### src/hw/rtl/bia_pkg.sv
// Package for the bounded insertable array.
// Holds the operation codes, the item structs and the default parameter values.
// Used by bia_cell and bounded_insertable_array; depends on nothing.
package bia_pkg;

  localparam int DEF_CAPACITY   = 64;
  localparam int DEF_DATA_WIDTH = 32;
  localparam int OP_W           = 3;
  localparam int INDEX_W        = 7;
  localparam int VALUE_W        = 32;

  typedef enum logic [OP_W-1:0] {
    OP_PUSH   = 3'd0,
    OP_POP    = 3'd1,
    OP_INSERT = 3'd2,
    OP_ERASE  = 3'd3,
    OP_READ   = 3'd4,
    OP_WRITE  = 3'd5,
    OP_RESIZE = 3'd6
  } op_t;

  typedef struct packed {
    logic [OP_W-1:0]    op;
    logic [INDEX_W-1:0] index;
    logic [VALUE_W-1:0] value;
  } in_item_t;

  typedef struct packed {
    logic [VALUE_W-1:0] read_value;
    logic [INDEX_W-1:0] count;
    logic [INDEX_W-1:0] next_index;
    logic               error;
  } out_item_t;

  typedef struct packed {
    op_t  op;
    logic ok;
  } cell_cmd_t;

endpackage

### src/hw/rtl/bia_cell.sv
// One storage cell of the bounded insertable array chain.
// Decides from the broadcast command whether to hold, take the item value or take a neighbor.
// Depends on bia_pkg.
module bia_cell #(
  parameter int CELL_IDX   = 0,
  parameter int IW         = bia_pkg::INDEX_W,
  parameter int DATA_WIDTH = bia_pkg::DEF_DATA_WIDTH
) (
  input  logic                  clk,
  input  bia_pkg::cell_cmd_t    cmd,
  input  logic [IW-1:0]         idx,
  input  logic [IW-1:0]         cnt,
  input  logic [DATA_WIDTH-1:0] val,
  input  logic [DATA_WIDTH-1:0] left_data,
  input  logic [DATA_WIDTH-1:0] right_data,
  output logic [DATA_WIDTH-1:0] data_o,
  output logic [DATA_WIDTH-1:0] rd_o
);

  localparam logic [IW-1:0] POS      = IW'(CELL_IDX);
  localparam logic [IW-1:0] POS_NEXT = IW'(CELL_IDX + 1);

  logic [DATA_WIDTH-1:0] data_r;
  logic [DATA_WIDTH-1:0] data_nxt;

  always_comb begin
    data_nxt = data_r;
    if (cmd.ok) begin
      unique case (cmd.op)
        bia_pkg::OP_PUSH: begin
          if (POS == cnt) data_nxt = val;
        end
        bia_pkg::OP_INSERT: begin
          if (POS == idx) data_nxt = val;
          else if (POS > idx && POS <= cnt) data_nxt = left_data;
        end
        bia_pkg::OP_ERASE: begin
          if (POS >= idx && POS_NEXT < cnt) data_nxt = right_data;
        end
        bia_pkg::OP_WRITE: begin
          if (POS == idx) data_nxt = val;
        end
        bia_pkg::OP_RESIZE: begin
          if (POS >= cnt && POS < idx) data_nxt = val;
        end
        default: begin
          data_nxt = data_r;
        end
      endcase
    end
  end

  always_ff @(posedge clk) begin
    data_r <= data_nxt;
  end

  assign data_o = data_r;
  assign rd_o   = (POS == idx) ? data_r : '0;

endmodule
### config.mk
export PLATFORM = sky130hd
export DESIGN_NAME = bia_cell
export DESIGN_NICKNAME = d
export VERILOG_FILES = /design/src/hw/rtl/bia_pkg.sv /design/src/hw/rtl/bia_cell.sv
export SDC_FILE = /design/constraint.sdc
export NUM_CORES = 1
export LEC_CHECK = 0
export ABC_AREA = 1
export ABC_CLOCK_PERIOD_IN_PS = 2700
export BUFFER_PORTS_ARGS = -buffer_cell sky130_fd_sc_hd__buf_2
export CAP_MARGIN = 25
export CORE_ASPECT_RATIO = 0.6
export CORE_MARGIN = 3
export CORE_UTILIZATION = 38
export DETAILED_ROUTE_END_ITERATION = 10
export PLACE_DENSITY = 0.83
export SLEW_MARGIN = 25
export SYNTH_ARGS = -nofsm -noshare
export SYNTH_HDL_FRONTEND = slang
export SYNTH_SLANG_ARGS = --single-unit
### constraint.sdc
create_clock -name clk -period 2.7 [get_ports clk]
set_input_delay 0.54 -clock clk [delete_from_list [all_inputs] [get_ports clk]]
set_output_delay 0.54 -clock clk [all_outputs]
set_load 0.02 [all_outputs]
# Word level (Yosys, flattened, before mapping)
# Index checks and enable logic that the tools add are counted.
# W data, S select, Z words.
[word_totals]
inputBits = 115
ff_bits = 32
elab_cells = 32
[op_classes]
muxes = 8
eq_ne = 9
n_reduce_logical = 8
order_cmp = 6
[op_table]
columns = ["op", "count"]
rows = [
  ["$mux W32", 7],
  ["$pmux W32 S5", 1],
  ["$ge A1 B7 Y1 const A", 2],
  ["$logic_not A7 Y1", 2],
  ["$lt A1 B7 Y1 const A", 2],
  ["$ne A2 B2 Y1 const B", 4],
  ["$gt A1 B7 Y1 const A", 1],
  ["$le A1 B7 Y1 const A", 1],
  ["$reduce_and A7 Y1", 1],
  ["$eq A3 B2 Y1 const B", 2],
  ["$eq A3 B3 Y1 const B", 2],
  ["$reduce_bool A5 Y1", 1],
  ["$logic_and A1 B1 Y1", 3],
  ["$logic_not A3 Y1", 1],
  ["$ne A3 B3 Y1 const B", 1],
]

# Logic depth before layout (Yosys ltp)
[depth]
depth_word = 5
mapped_depth = 9

# Least setup slack after synthesis
# OpenSTA, ideal clock, no wires.
[synth_path]
path_type = "input -> register"
from = "input idx[2]"
to = "register data_r[0] (netlist: data_o[0]), enable pin"
t_required_ps = 2279
slack_ps = -208
arrival_time_ps = 2487
stages = 8
setup_ps = 421
path_buffers = 1
cell_sequence = "inv_1 > nand2_1 > nor2_1 > nand2_2 > buf_6 > nand2_1 > nand3_1 > nor2_1"
[synth_via]
elab_chain_cells = 4
[synth_lines]
columns = ["element", "line", "source"]
rows = [
  ["from (decl)", "bia_cell.sv:11", "input logic [IW-1:0] idx,"],
  ["$gt A1 B7 Y1 (tied with other cells)", "bia_cell.sv:35", "else if (POS > idx && POS <= cnt) data_nxt = left_data;"],
  ["$logic_and A1 B1 Y1 (on tied branches)", "bia_cell.sv:35, bia_cell.sv:38, bia_cell.sv:44", ""],
  ["$ne A3 B3 Y1 (no source line) or $ne A2 B2 Y1 (tied branches)", "n/a", ""],
  ["$reduce_and A7 Y1 (no source line) *", "n/a", ""],
  ["to (signal assigned)", "bia_cell.sv:54", "data_r <= data_nxt;"],
  ["to (decl)", "bia_cell.sv:23", "logic [DATA_WIDTH-1:0] data_r;"],
]
# Every way passes the cells marked *; elsewhere a longest branch is shown, timed or not.
# A chain may end at the register's enable or synchronous reset.

# Final worst setup path
[layout_path]
from = "input idx[1]"
to = "output rd_o[28]"
[layout_via]
elab_chain_cells = 2
[layout_lines]
columns = ["element", "line", "source"]
rows = [
  ["$logic_not A7 Y1", "bia_cell.sv:58", "assign rd_o = (POS == idx) ? data_r : '0;"],
  ["$mux W32", "bia_cell.sv:58", ""],
  ["to (decl)", "bia_cell.sv:17", "output logic [DATA_WIDTH-1:0] rd_o"],
]
# No other way between the ends.

==> results.md <==
* N_diodes at 0
* Syn avg cell area at 6.187 µm²
* Worst Hold Path Cells at 3
* Drt first-iter violations at 154
* Final setup fails at 0
* Fillers at 616
* CP Capture Type: primary output
* WP data arrival at 1.56 ns
* Vias in the first global route at 2,974
* GP Congestion at 0.8530
* Worst hold path class: input pin to flip-flop
* Slew HR at 62.72%
* Sw Ratio at 27.34%
* Post-Syn Area at 0.002567 mm²
* Slew @ Worst Pin at 0.5584 ns
* Vias at 3,110
* Clk buf depth at 2
* Startpoint Class: input pin
* H-tree Lvls at 2
* Net count, final at 703
* Post-CTS Hold Buffers at 0
* Max FFs per register at 32
* Total track usage at 20.29%
* Critical path fanouts, max at 30
* RSZ-0062 raised after global routing: false
* Seq pwr share at 42.2%
* Gate power share at 23.2%
* Internal Power at 1.079 mW
* Chip height at 69.67 µm
* Largest net degree at the start of global routing at 33
* WL per Instance at 12.15 µm
* Ys Warns at 0
* Sequential area share after synthesis at 37.43%
* Required time of the critical path at 2.16 ns
* Max Fclk at 477.0 MHz
* Vias per cell at 4.628
* Share of the synthesized area in the top cell type at 37.43%
* Cell taking the most area after synthesis: edfxtp_1
* Status: finished, final reports clean
* CTS tree: done
* CTS-repair resized insts at 0
* Area contributors post-synth: edfxtp_1 (37%), nand2_1 (20%), inv_1 (16%)
* Post-CTS Setup Bufs at 0
* Yosys cell types at 15
* Syn Nets at 530
* WS Path Type: input pin to primary output
* Hold Path End: data_o[5]$_DFFE_PP_
* Hold Fails Final Rpt at 0
* Final ANT Viol Nets at 0
* Rows at 22
* IO Count at 179
* Core Region at 0.006331 mm²
* Pwr dens at 408.8 mW/mm²
* Starting Density at 40.55%
* Chip Width at 112.1 µm
* LEAKAGE at 2.280 nW
* CTS Buf Count at 5
* # Max-Cap Violations at 0
* Global route total overflow at 0
* Clock transition at path regs at 0.05 ns
* Placed cells at 665
* Cell Count, Final, Fillers Out at 672
* Final Slew Violations at 0
* Initial antenna violation count at 0
* Die area at 0.007811 mm²
* Layout area overhead at 41.42%
* Root buffer cell: clkbuf_16
* Time the worst path needs with I/O delays and setup at 2.096 ns
* Share of cells above drive strength 1 at 33.33%
* Synthesized instance count at 415
* NetSw at 0.4058 mW
* Port Buffers at 178
* Global-route wire length before repair at 13,110 µm
* Synth Register Bits at 32
* WL final at 8164 µm
* Hold_sp: right_data[5]
* DRC Markers at 0
* Final period util at 77.64%
* VDD IR max at 0.2195 mV
* Setup TNS at 0 ns
* Sum of net half-perimeters after detailed placement at 6313 µm
* Clock sink total at 32
* Clock group share of total power at 34.6%
* Router iterations before antenna repair at 4
-- cell type report --
type	instances	area (µm²)	share of cell area, %
Clock buffer	6	128.9	3.549
Clock inverter	1	5.005	0.1378
Inverter	110	414.1	11.41
Multi-Input combinational cell	254	1061	29.22
Sequential cell	32	960.9	26.46
Tap cell	84	105.1	2.895
Timing Repair Buffer	185	955.9	26.33
-- cells in the mapped netlist --
cell and n:
nand2_1 139, nor3_1 1, nand3b_1 1, clkinv_2 1
nor2_2 1, nand3_1 70, clkinv_1 1, nand4_1 1
edfxtp_1 32, inv_2 1, inv_1 107, buf_6 7
nand2_2 1, nor2_1 40, buf_2 12
-- layer usage --
metal	vias up	part of all wire, %	GRT usage [%]
li1	1573	-	-
met3	4	10	5.057
met1	1374	40	24.11
met2	159	49	36.90
met5	-	0	0
met4	0	0.55	4.667
-- cell families after synthesis --
kind of cell | after synthesis | synth area share, %
and+or+nand+nor | 254 | 41.03
DFF | 32 | 37.43
buffers and inverters | 129 | 21.54
-- worst max-delay path: stages --
cell and delay, ns:
buf_2 0.10, inv_1 0.04, nand2_1 0.04, nor2_1 0.17, nand2_2 0.12, buf_4 0.24, nor2_1 0.12, buf_2 0.17
-- per-stage QoR --
step	total power [mW]	hold slack [ns]	worst slack [ns]	area [µm²]	util, %
after floorplan	0.8156	0.7427	0.3042	2570	-
after global placement	0.9710	0.8335	0.6400	3497	55.24
after detailed placement	0.9822	0.8339	0.5417	3497	55.24
after CTS	1.502	0.5539	0.5950	3631	57.35
after global routing	1.573	0.5678	0.4766	3631	57.35
final	1.484	0.5578	0.6037	3631	57.35
-- power by group through the flow --
stage	registers, mW	clock network [mW]	logic, mW
2_1_floorplan	0.682	0	0.134
3_3_place_gp	0.633	0	0.338
3_5_place_dp	0.635	0	0.348
4_1_cts	0.627	0.528	0.348
5_1_grt	0.631	0.557	0.385
6_report	0.626	0.513	0.345
-- cells in the final DEF, fill, tap and decap left out, types with 2 or more instances in the layout --
master     synthesis  routed
buf_2             12     178
buf_4              0       6
clkbuf_16          0       5
clkinv_2           1       2
edfxtp_1          32      32
inv_1            107     107
nand2_1          139     139
nand3_1           70      70
nor2_1            40      39
-- worst max-delay path by stage --
stage          startpoint                  end  slack (ns)  depth (start not counted)
5_1_grt            idx[2]             rd_o[24]        0.48                          8
6_report           idx[1]             rd_o[28]        0.60                          8
4_1_cts            idx[1]             rd_o[30]        0.59                          8
3_3_place_gp       idx[2]  data_o[0]$_DFFE_PP_        0.64                         10
3_5_place_dp       idx[1]  data_o[4]$_DFFE_PP_        0.54                         10
2_1_floorplan      idx[2]  data_o[0]$_DFFE_PP_        0.30                          8
(Power assumes the default switching activity.)
